[src/rtl/core/cterm_pkg.sv]
// Shared types, constants and codes for the character-cell terminal engine.
`timescale 1ns / 1ps
package cterm_pkg;

    localparam int MAX_ROWS    = 32;
    localparam int MAX_COLUMNS = 128;
    localparam int ATTR_BITS   = 16;
    localparam int ROW_W       = $clog2(MAX_ROWS);
    localparam int COL_W       = $clog2(MAX_COLUMNS);
    localparam int ADDR_W      = ROW_W + COL_W;
    localparam int CELLS       = MAX_ROWS * MAX_COLUMNS;
    localparam int CELL_W      = 8 + ATTR_BITS;
    localparam int IQ_DEPTH    = 2;
    localparam int OQ_DEPTH    = 4;

    localparam logic OP_WRITE = 1'b0;
    localparam logic OP_READ  = 1'b1;

    localparam logic [1:0] KIND_CELL   = 2'd0;
    localparam logic [1:0] KIND_SCROLL = 2'd1;
    localparam logic [1:0] KIND_BELL   = 2'd2;
    localparam logic [1:0] KIND_READ   = 2'd3;

    localparam logic [2:0] REG_ACTIVE_ROWS    = 3'd0;
    localparam logic [2:0] REG_ACTIVE_COLUMNS = 3'd1;
    localparam logic [2:0] REG_SCROLL_TOP     = 3'd2;
    localparam logic [2:0] REG_SCROLL_BOTTOM  = 3'd3;
    localparam logic [2:0] REG_CURSOR_OVERLAY = 3'd4;
    localparam logic [2:0] REG_FILL_ATTRIBUTE = 3'd5;

    localparam logic [7:0] CH_BEL   = 8'h07;
    localparam logic [7:0] CH_BS    = 8'h08;
    localparam logic [7:0] CH_TAB   = 8'h09;
    localparam logic [7:0] CH_LF    = 8'h0A;
    localparam logic [7:0] CH_CR    = 8'h0D;
    localparam logic [7:0] CH_ESC   = 8'h1B;
    localparam logic [7:0] CH_SPACE = 8'h20;

    typedef enum logic [2:0] {
        CMD_NOP,
        CMD_READ,
        CMD_CR,
        CMD_LF,
        CMD_BS,
        CMD_TAB,
        CMD_BELL,
        CMD_PRINT
    } cmd_code_t;

    typedef enum logic [2:0] {
        ST_CLEAR,
        ST_IDLE,
        ST_READ,
        ST_COPY,
        ST_DRAIN,
        ST_BLANK,
        ST_PUT,
        ST_EMIT
    } engine_state_t;

    typedef struct packed {
        logic       op;
        logic [7:0] byte_req;
        logic [4:0] row;
        logic [6:0] column;
    } in_item_t;

    typedef struct packed {
        logic [1:0]  kind;
        logic [4:0]  row_first;
        logic [4:0]  row_last;
        logic [6:0]  col_first;
        logic [6:0]  col_last;
        logic [7:0]  cell_char;
        logic [15:0] cell_attribute;
        logic        cursor_here;
        logic [4:0]  cursor_row_now;
        logic [6:0]  cursor_col_now;
        logic        last;
    } out_item_t;

    typedef struct packed {
        logic [5:0]  active_rows;
        logic [7:0]  active_columns;
        logic [4:0]  scroll_top;
        logic [4:0]  scroll_bottom;
        logic        cursor_overlay;
        logic [15:0] fill_attribute;
    } cfg_t;

    typedef struct packed {
        cmd_code_t  code;
        logic [7:0] byte_req;
        logic [4:0] row;
        logic [6:0] column;
    } cmd_t;

endpackage

[src/rtl/core/cterm_front.sv]
// Front end: accepts input beats, classifies them and queues commands.
`timescale 1ns / 1ps
module cterm_front (
    input  logic              clk,
    input  logic              rst_n,
    input  logic              push,
    output logic              full,
    input  cterm_pkg::in_item_t request,
    input  logic              clearing,
    output cterm_pkg::cmd_t   cmd,
    output logic              cmd_valid,
    input  logic              cmd_pop
);
    import cterm_pkg::*;

    cmd_t       q_reg [IQ_DEPTH];
    logic       head_reg, head_next;
    logic       tail_reg, tail_next;
    logic [1:0] count_reg, count_next;
    cmd_t       classified;
    logic       accept;

    always_comb
    begin
        classified.byte_req = request.byte_req;
        classified.row      = request.row;
        classified.column   = request.column;
        if (request.op == OP_READ)
        begin
            classified.code = CMD_READ;
        end
        else
        begin
            case (request.byte_req)
                CH_CR:   classified.code = CMD_CR;
                CH_LF:   classified.code = CMD_LF;
                CH_BS:   classified.code = CMD_BS;
                CH_TAB:  classified.code = CMD_TAB;
                CH_BEL:  classified.code = CMD_BELL;
                CH_ESC:  classified.code = CMD_NOP;
                default: classified.code = CMD_PRINT;
            endcase
        end
    end

    assign full      = (count_reg == 2'(IQ_DEPTH)) || clearing;
    assign accept    = push && !full;
    assign cmd_valid = (count_reg != 2'd0);
    assign cmd       = q_reg[head_reg];

    always_comb
    begin
        head_next  = head_reg;
        tail_next  = tail_reg;
        count_next = count_reg;
        if (accept)
        begin
            tail_next = ~tail_reg;
        end
        if (cmd_pop && cmd_valid)
        begin
            head_next = ~head_reg;
        end
        if (accept && !(cmd_pop && cmd_valid))
        begin
            count_next = count_reg + 2'd1;
        end
        else if (!accept && cmd_pop && cmd_valid)
        begin
            count_next = count_reg - 2'd1;
        end
    end

    always_ff @(posedge clk)
    begin
        if (accept)
        begin
            q_reg[tail_reg] <= classified;
        end
    end

    always_ff @(posedge clk or negedge rst_n)
    begin
        if (!rst_n)
        begin
            head_reg  <= 1'b0;
            tail_reg  <= 1'b0;
            count_reg <= 2'd0;
        end
        else
        begin
            head_reg  <= head_next;
            tail_reg  <= tail_next;
            count_reg <= count_next;
        end
    end
endmodule

[config.mk]
export PLATFORM = sky130hd
export DESIGN_NAME = cterm_front
export DESIGN_NICKNAME = d
export VERILOG_FILES = /design/src/rtl/core/cterm_pkg.sv /design/src/rtl/core/cterm_front.sv
export SDC_FILE = /design/constraint.sdc
export NUM_CORES = 1
export LEC_CHECK = 0
export BUFFER_PORTS_ARGS = -buffer_cell sky130_fd_sc_hd__buf_2
export CAP_MARGIN = 20
export CORE_MARGIN = 4
export CORE_UTILIZATION = 40
export DETAILED_ROUTE_END_ITERATION = 8
export GPL_ROUTABILITY_DRIVEN = 0
export GPL_TIMING_DRIVEN = 0
export PLACE_DENSITY_LB_ADDON = 0.2
export SETUP_SLACK_MARGIN = 0.02
export SYNTH_ARGS = -nofsm -noshare
export SYNTH_HDL_FRONTEND = slang
export SYNTH_SLANG_ARGS = --single-unit
[constraint.sdc]
create_clock -name clk -period 2 [get_ports clk]
set_input_delay 0.5 -clock clk [delete_from_list [all_inputs] [get_ports clk]]
set_output_delay 0.5 -clock clk [all_outputs]
set_load 0.01 [all_outputs]
# --- Word level (Yosys, flattened, before mapping) ---
# Memory sizes are Yosys's and may differ from the RTL's.
# Index checks and enable logic that the tools add are counted.
classes:
  eq_ne: 7
  n_bitwise: 2
  reduce_logical: 11
  n_addsub: 2
  muxes: 6
op_table:
  columns: ["op", "count"]
  rows:
  - ["$eq A8 B4 Y1 const B", 4]
  - ["$pmux W3 S6", 1]
  - ["$eq A8 B3 Y1 const B", 1]
  - ["$eq A8 B5 Y1 const B", 1]
  - ["$logic_and A1 B1 Y1", 5]
  - ["$mux W2", 2]
  - ["$reduce_bool A2 Y1", 2]
  - ["$logic_not A1 Y1", 3]
  - ["$mux W3", 1]
  - ["$add A2 B1 Y2 const B", 1]
  - ["$eq A2 B2 Y1 const B", 1]
  - ["$mux W1", 2]
  - ["$not A1 Y1", 2]
  - ["$sub A2 B1 Y2 const B", 1]
  - ["$logic_or A1 B1 Y1", 1]
totals:
  word_cells: 32
  register_bits: 4
  mem_bits_rw: 46
  mem_count: 1
memory_table:
  columns: ["memory", "words", "width", "read_ports", "rd_clocked_by_memory_dff", "write_ports", "line_no", "text"]
  rows:
  - ["q_reg", 2, 23, 1, 0, 1, "cterm_front.sv:16", "cmd_t q_reg [IQ_DEPTH];"]

# --- Depth between registers and ports, before layout ---
# Gate-level depths: netlist of run 1.
depth:
  word_depth: 9
  ltp_mapped: 3
  ltp_nobuf: 3

# --- Worst setup path after synthesis of run 1 ---
# Ideal clock, no wire load.
synth_timing:
  path_type: "input to register"
  from: "input push"
  to: "memory q_reg[0][0] in the netlist's numbering, enable pin"
  path_slack_ps: -194
  arrival_time_ps: 1791
  setup_time_ps: 403
  path_stages: 3
  t_required_ps: 1597
  path_cell_list: "nor2b_1 -> nand2_1 -> nor2_1"
synth_between:
  elab_chain_len: 3
synth_rtl:
  columns: ["item", "line_no", "text"]
  rows:
  - ["start: declaration", "cterm_front.sv:6", "input logic push,"]
  - ["$logic_and A1 B1 Y1", "cterm_front.sv:47", "assign accept = push && !full;"]
  - ["$mux W1", "cterm_front.sv:76", "if (accept)"]
  - ["$mux W1 (implied by the code)", "cterm_front.sv:78", "q_reg[tail_reg] <= classified;"]
  - ["end: declaration", "cterm_front.sv:16", null]
# Every way passes these cells.

==> results of run 1 <==
area by class of cell:
| class | instances | area (µm²) |
|---|---|---|
| Buffer | 2 | 22.5 |
| Clock buffer | 5 | 68.8 |
| Clock inverter | 3 | 40.0 |
| Fill cell | 408 | 2270 |
| Inverter | 1 | 3.75 |
| Multi-Input combinational cell | 57 | 493 |
| Sequential cell | 50 | 1480 |
| Tap cell | 67 | 83.8 |
| Timing Repair Buffer | 56 | 325 |
kinds of logic (layout without fill, tap and decap cells):
| group | after synthesis | count (layout) | synth area share |
|---|---|---|---|
| AOI/OAI and AO/OA | 8 | 8 | 0.0283 |
| buffers and inverters | 4 | 67 | 0.00880 |
| muxes | 23 | 23 | 0.130 |
| DFF | 50 | 50 | 0.745 |
| xor gates and xnor gates | 5 | 5 | 0.0220 |
| and+or+nand+nor | 21 | 21 | 0.0660 |
power groups by stage:
stage | Clock [µW] | Sequential [µW] | Combinational [µW]
finish | 679 | 1380 | 902
global route | 748 | 1400 | 992
CTS | 699 | 1390 | 849
detailed placement | 0 | 1390 | 849
global placement | 0 | 1380 | 820
floorplan | 0 | 1370 | 544
metal layers:
| metal | share of wire | vias to the layer above | wire length, µm | track usage |
|---|---|---|---|---|
| li1 | - | 550 | - | - |
| met1 | 0.40 | 542 | 1380 | 0.138 |
| met2 | 0.52 | 49 | 1810 | 0.211 |
| met3 | 0.079 | 4 | 276 | 0.0493 |
| met4 | 0.0077 | 0 | 27 | 0.0367 |
| met5 | 0 | - | 0 | 0 |
stage by stage:
stage / setup slack, ns / instance area, µm² / hold WS [ns] / TNS (ns)
3_3_place_gp: -0.288 / 2330 / 0.307 / -9.67
3_5_place_dp: -0.177 / 2340 / 0.311 / -4.56
2_1_floorplan: 0.178 / 1990 / 0.204 / 0
4_1_cts: 0.0210 / 2470 / 0.380 / 0
5_1_grt: 0.0628 / 2520 / 0.366 / 0
6_report: 0.130 / 2520 / 0.391 / 0
worst reg2reg max path, cell delays in order, from the launching register on:
cell	delay, ns
dfrtp_1	0.45
nand2b_1	0.17
nand2_1	0.12
nor2_2	0.51
buf_8	0.24
cells in the final DEF, fill, tap and decap left out, types with 2 or more instances in the layout:
master	instances
mux2_1	10
mux2_2	13
clkinv_2	2
buf_2	50
nand2b_1	3
nand2_1	3
nor2b_1	2
clkbuf_8	5
buf_6	2
buf_4	3
edfxtp_1	46
xnor2_1	4
dfrtp_1	3
repair_timing:
item / 4_1_cts / 5_1_grt
pin swaps: 0 / 0
buffers inserted: 0 / 3
endpoints found under the setup margin: 19 / 11
hold buffers: 1 / 0
resized for setup: 4 / 1
endpoints found under the hold margin: 4 / 0
final timing paths:
kind	startpoint	endpoint	cells after the start	slack (ns)
setup / recovery	head_reg$_DFFE_PN0P_	cmd[16]	3	0.13
hold / removal	request[8]	q_reg[1][8]$_DFFE_PP_	1	0.39
setup reg to reg	count_reg[0]$_DFFE_PN0P_	q_reg[0][17]$_DFFE_PP_	4	0.23
hold reg to reg	tail_reg$_DFFE_PN0P_	tail_reg$_DFFE_PN0P_	1	0.53
max in group asynchronous	rst_n	head_reg$_DFFE_PN0P_	2	1.34
min in group asynchronous	rst_n	count_reg[1]$_DFFE_PN0P_	2	0.53
==> flow_metrics.py, run 1 <==
metrics = {
    "place": {
        "numPortBuffers": 50,
        "dp.cells": 229,
        "dp_hpwl_um": 2470,
    },
    "clocking": {
        "cts_buffers": 5,
        "root_buffer": "clkbuf_8",
        "cts_max_path_buffers": 2,
        "cts_tree": "built",
        "clock-sinks": 50,
        "htree_num_levels": 2,
        "clkLatencyLatePin_ns": 0.29,
        "clkTransAtPathRegs_ns": 0.09,
    },
    "synthesis": {
        "ys_seq_area_frac": 0.745,
        "synth_edf_count": 46,
        "synth_top_cell_by_area": "edfxtp_1",
        "synth_common_cells": "46 x edfxtp_1, 13 x mux2_2, 10 x mux2_1",
        "synth_area_per_cell_um2": 17.9,
        "yosysUniqueCellTypes": 32,
        "post-synth-top-count-cell": "edfxtp_1",
        "synthCells": 111,
        "yosys_warnings": 0,
        "synth.area.top_cells": "edfxtp_1 69%, mux2_2 7.4%, mux2_1 5.7%, dfrtp_1 5.0%, xnor2_1 1.8%",
        "synth_top_area_frac": 0.694,
        "synthArstFlopShare": 0.0800,
        "synth_area_um2": 1990,
        "synth_nets": 137,
        "synth_seq_cells": 50,
        "synthFlopType": "edfxtp_1",
    },
    "power": {
        "vdd_ir_drop_max_mv": 0.675,
        "clkPwrFrac": 0.229,
        "p_per_area_nw_per_um2": 1180,
        "switching_share": 0.275,
        "p_leak_uw": 0.000943,
        "p_int_uw": 2150,
        "finalPower_uw": 2960,
        "p_switching_uw": 813,
        "seqPwrFrac": 0.466,
        "power_frac_comb": 0.304,
    },
    "worst_setup_path": {
        "end_kind": "output port",
        "cp.required_ns": 1.50,
        "cpMaxStageDelayCell": "dfrtp_2",
        "path_cells": "buf_6 > mux2_2 > buf_2",
        "path_delay_family": "flip-flops",
        "worst-path-max-fanout": 10,
        "startpoint_type": "register",
        "crit_type": "register to output port",
        "cp_slowest_stage_delay_ns": 0.42,
        "worst_ep_arrival_time_ns": 1.37,
        "crit_buf_inv": 2,
    },
    "routing": {
        "drtIter0Drc": 51,
        "postRouteAntennaNets": 0,
        "drc": 0,
        "via_count": 1145,
        "wl_per_cell_um": 14.5,
        "wirelength_um": 3500,
        "viasPerCell": 4.75,
        "first_pass_iters": 4,
    },
    "global_route": {
        "grt_pass1_wl_um": 5820,
        "antenna_found_initial": 0,
        "grt_overflow": 0,
        "grt_pass1_vias": 1249,
        "grt_usage": 0.122,
        "grt_max_degree": 24,
    },
    "finish": {
        "largest_register_ff_count": 46,
        "stdcell_count": 241,
        "area_growth_pct": 26.7,
        "nets": 199,
        "fin_util": 0.527,
        "antenna_cells": 0,
        "drive_gt1_frac": 0.471,
    },
    "timing": {
        "clock.fmax_mhz": 535,
        "setup_violations": 0,
        "fin_crit_ns": 1.87,
        "slew_violations": 0,
        "finalCritPeriodShare": 0.935,
        "rsz0062_at_grt": "no",
        "max-slew-margin-rel": 0.587,
        "fin_skew_ns": 0.00416,
        "hold_viol": 0,
        "worst_pin_slew_ns": 0.618,
    },
    "die": {
        "io_pins": 51,
        "fp-row-count": 25,
        "die-area_um2": 6170,
        "die_h_um": 78.5,
        "die_x_um": 78.5,
        "core_area_um2": 4790,
        "initial_core_util": 0.416,
    },
    "flow_run": {
        "max_cap_viol_count": 0,
    },
    "outcome": {
        "status": "finished, final reports clean",
    },
    "worst_hold_path": {
        "hp-class": "input pin to register",
    },
}
Note: power is estimated with default switching activity, not from simulation.
==> run 2: changes to the inputs <==
- GPL_TIMING_DRIVEN: 0 -> default
==> run 2 against run 1 <==
Compared with the run above:
- critical path depth stayed put
- sequential power about the same
- hold slack better by 0.0066 ns
- global-route usage is 0.092 points lower
- clock skew rose by 0.0017 ns
- wire length shrank 1.5%
- sequential share of layout area grew 1.8 points
- register-to-register slack improved by 0.38 ns
- highest routed layer unchanged
==> flow_metrics.py, run 2 (synthesis gave the netlist of run 1 again) <==
metrics = {
    "timing": {
        "fin_skew_ns": 0.00585,
        "hold_viol": 0,
        "setup_tns_ns": 0,
        "fin_ws_ns": 0.113,
        "setup_violations": 0,
        "clock.fmax_mhz": 530,
        "max-slew-margin-rel": 0.791,
        "finalCritPeriodShare": 0.943,
        "holdWs_ns": 0.398,
        "rsz0062_at_grt": "no",
        "slew_violations": 0,
        "fin_crit_ns": 1.89,
        "worst_pin_slew_ns": 0.311,
    },
    "global_route": {
        "antenna_found_initial": 0,
        "grt_max_degree": 15,
        "grt_pass1_vias": 1171,
        "grt_pass1_wl_um": 5640,
        "grt_usage": 0.121,
        "grt_overflow": 0,
    },
    "power": {
        "power_frac_comb": 0.310,
        "switching_share": 0.284,
        "p_int_uw": 1960,
        "p_per_area_nw_per_um2": 1120,
        "p_switching_uw": 776,
        "clkPwrFrac": 0.192,
        "p_leak_uw": 0.000910,
        "seqPwrFrac": 0.498,
        "vdd_ir_drop_max_mv": 0.542,
    },
    "place": {
        "dp_hpwl_um": 2490,
        "numPortBuffers": 50,
        "placed_cell_area_um2": 2360,
        "pre_cts_ws_ns": 0.240,
        "dp.cells": 231,
    },
    "clocking": {
        "cts_resized": 0,
        "clkTransAtPathRegs_ns": 0.08,
        "cts_max_path_buffers": 2,
        "post_cts_buffers": 0,
        "cts_tree": "built",
        "clock-sinks": 50,
        "clkLatencyLatePin_ns": 0.29,
        "htree_num_levels": 2,
        "cts_buffers": 5,
        "root_buffer": "clkbuf_8",
    },
    "finish": {
        "drive_gt1_frac": 0.448,
        "layout_commonest_cell": "buf_2",
        "stdcell_count": 239,
        "fillCellCount": 408,
        "final_cell_mix": "50 x buf_2, 46 x edfxtp_1, 13 x mux2_2, 10 x mux2_1, 6 x buf_4",
        "area_growth_pct": 22.8,
        "nets": 198,
        "final_cell_area_um2": 2440,
        "antenna_cells": 0,
        "multi_input_comb_area_um2": 493,
        "largest_register_ff_count": 46,
        "seqCellArea_um2": 1480,
    },
    "routing": {
        "wl_per_cell_um": 14.4,
        "via_count": 1125,
        "wirelength_um": 3440,
        "drtIter0Drc": 31,
        "viasPerCell": 4.71,
        "first_pass_iters": 4,
        "postRouteAntennaNets": 0,
        "drc": 0,
    },
    "outcome": {
        "status": "finished, final reports clean",
    },
    "worst_setup_path": {
        "startpoint_type": "register",
        "cpMaxStageDelayCell": "mux2_2",
        "crit_type": "register to output port",
        "cp.required_ns": 1.50,
        "end_kind": "output port",
        "path_cells": "buf_4 > mux2_2 > buf_2",
        "worst_ep_arrival_time_ns": 1.39,
        "cp_slowest_stage_delay_ns": 0.37,
        "worst-path-max-fanout": 14,
    },
    "die": {
        "fp-row-count": 25,
        "die_h_um": 78.5,
        "core_area_um2": 4790,
        "die-area_um2": 6170,
        "die_x_um": 78.5,
        "io_pins": 51,
        "initial_core_util": 0.416,
    },
    "worst_hold_path": {
        "hp-class": "input pin to register",
    },
    "flow_run": {
        "max_cap_viol_count": 0,
    },
}
-- run 2: final timing paths --
check | start | to | slack (ns) | cells after the start
worst min register to register | tail_reg$_DFFE_PN0P_ | tail_reg$_DFFE_PN0P_ | 0.52 | 1
worst max-delay path | head_reg$_DFFE_PN0P_ | cmd[0] | 0.11 | 3
min in group asynchronous | rst_n | head_reg$_DFFE_PN0P_ | 0.54 | 2
max in group asynchronous | rst_n | count_reg[0]$_DFFE_PN0P_ | 1.33 | 2
worst max register to register | count_reg[0]$_DFFE_PN0P_ | q_reg[0][20]$_DFFE_PP_ | 0.61 | 4
worst min-delay path | request[8] | q_reg[1][8]$_DFFE_PP_ | 0.40 | 1
-- run 2: area by class of cell --
cell class                      instances  share of cell area
Clock buffer                            7              0.0312
Multi-Input combinational cell         57               0.202
Inverter                                1             0.00154
Timing Repair Buffer                   57               0.125
Tap cell                               67              0.0343
Sequential cell                        50               0.606
-- run 2: what timing repair did --
| item | CTS | global route |
|---|---|---|
| setup endpoints to repair | 0 | 0 |
| endpoints found under the hold margin | 4 | 0 |
| hold buffers | 1 | 0 |
-- run 2: metal layers --
metal | vias to the layer above | share of wire | global-route usage
li1 | 549 | - | -
met1 | 535 | 0.41 | 0.139
met2 | 37 | 0.52 | 0.204
met3 | 4 | 0.066 | 0.0505
met4 | 0 | 0.0087 | 0.0420
met5 | - | 0 | 0
-- run 2: stage by stage --
step | util | total power, µW
floorplan | - | 1920
global placement | 0.493 | 2230
detailed placement | 0.493 | 2250
CTS | 0.511 | 2780
global route | 0.511 | 2900
finish | 0.511 | 2740
-- run 2: critical path: cells and delay by family, from the launching register on --
family	cells	cell delay [ns]
DFF	1	0.35
buffers and inverters	2	0.38
muxes	1	0.37
-- run 2: power groups by stage --
stage / registers, µW / clock network, µW / logic (µW)
4_1_cts: 1360 / 547 / 871
3_5_place_dp: 1390 / 0 / 864
3_3_place_gp: 1380 / 0 / 849
5_1_grt: 1380 / 591 / 925
6_report: 1360 / 526 / 848
2_1_floorplan: 1370 / 0 / 544
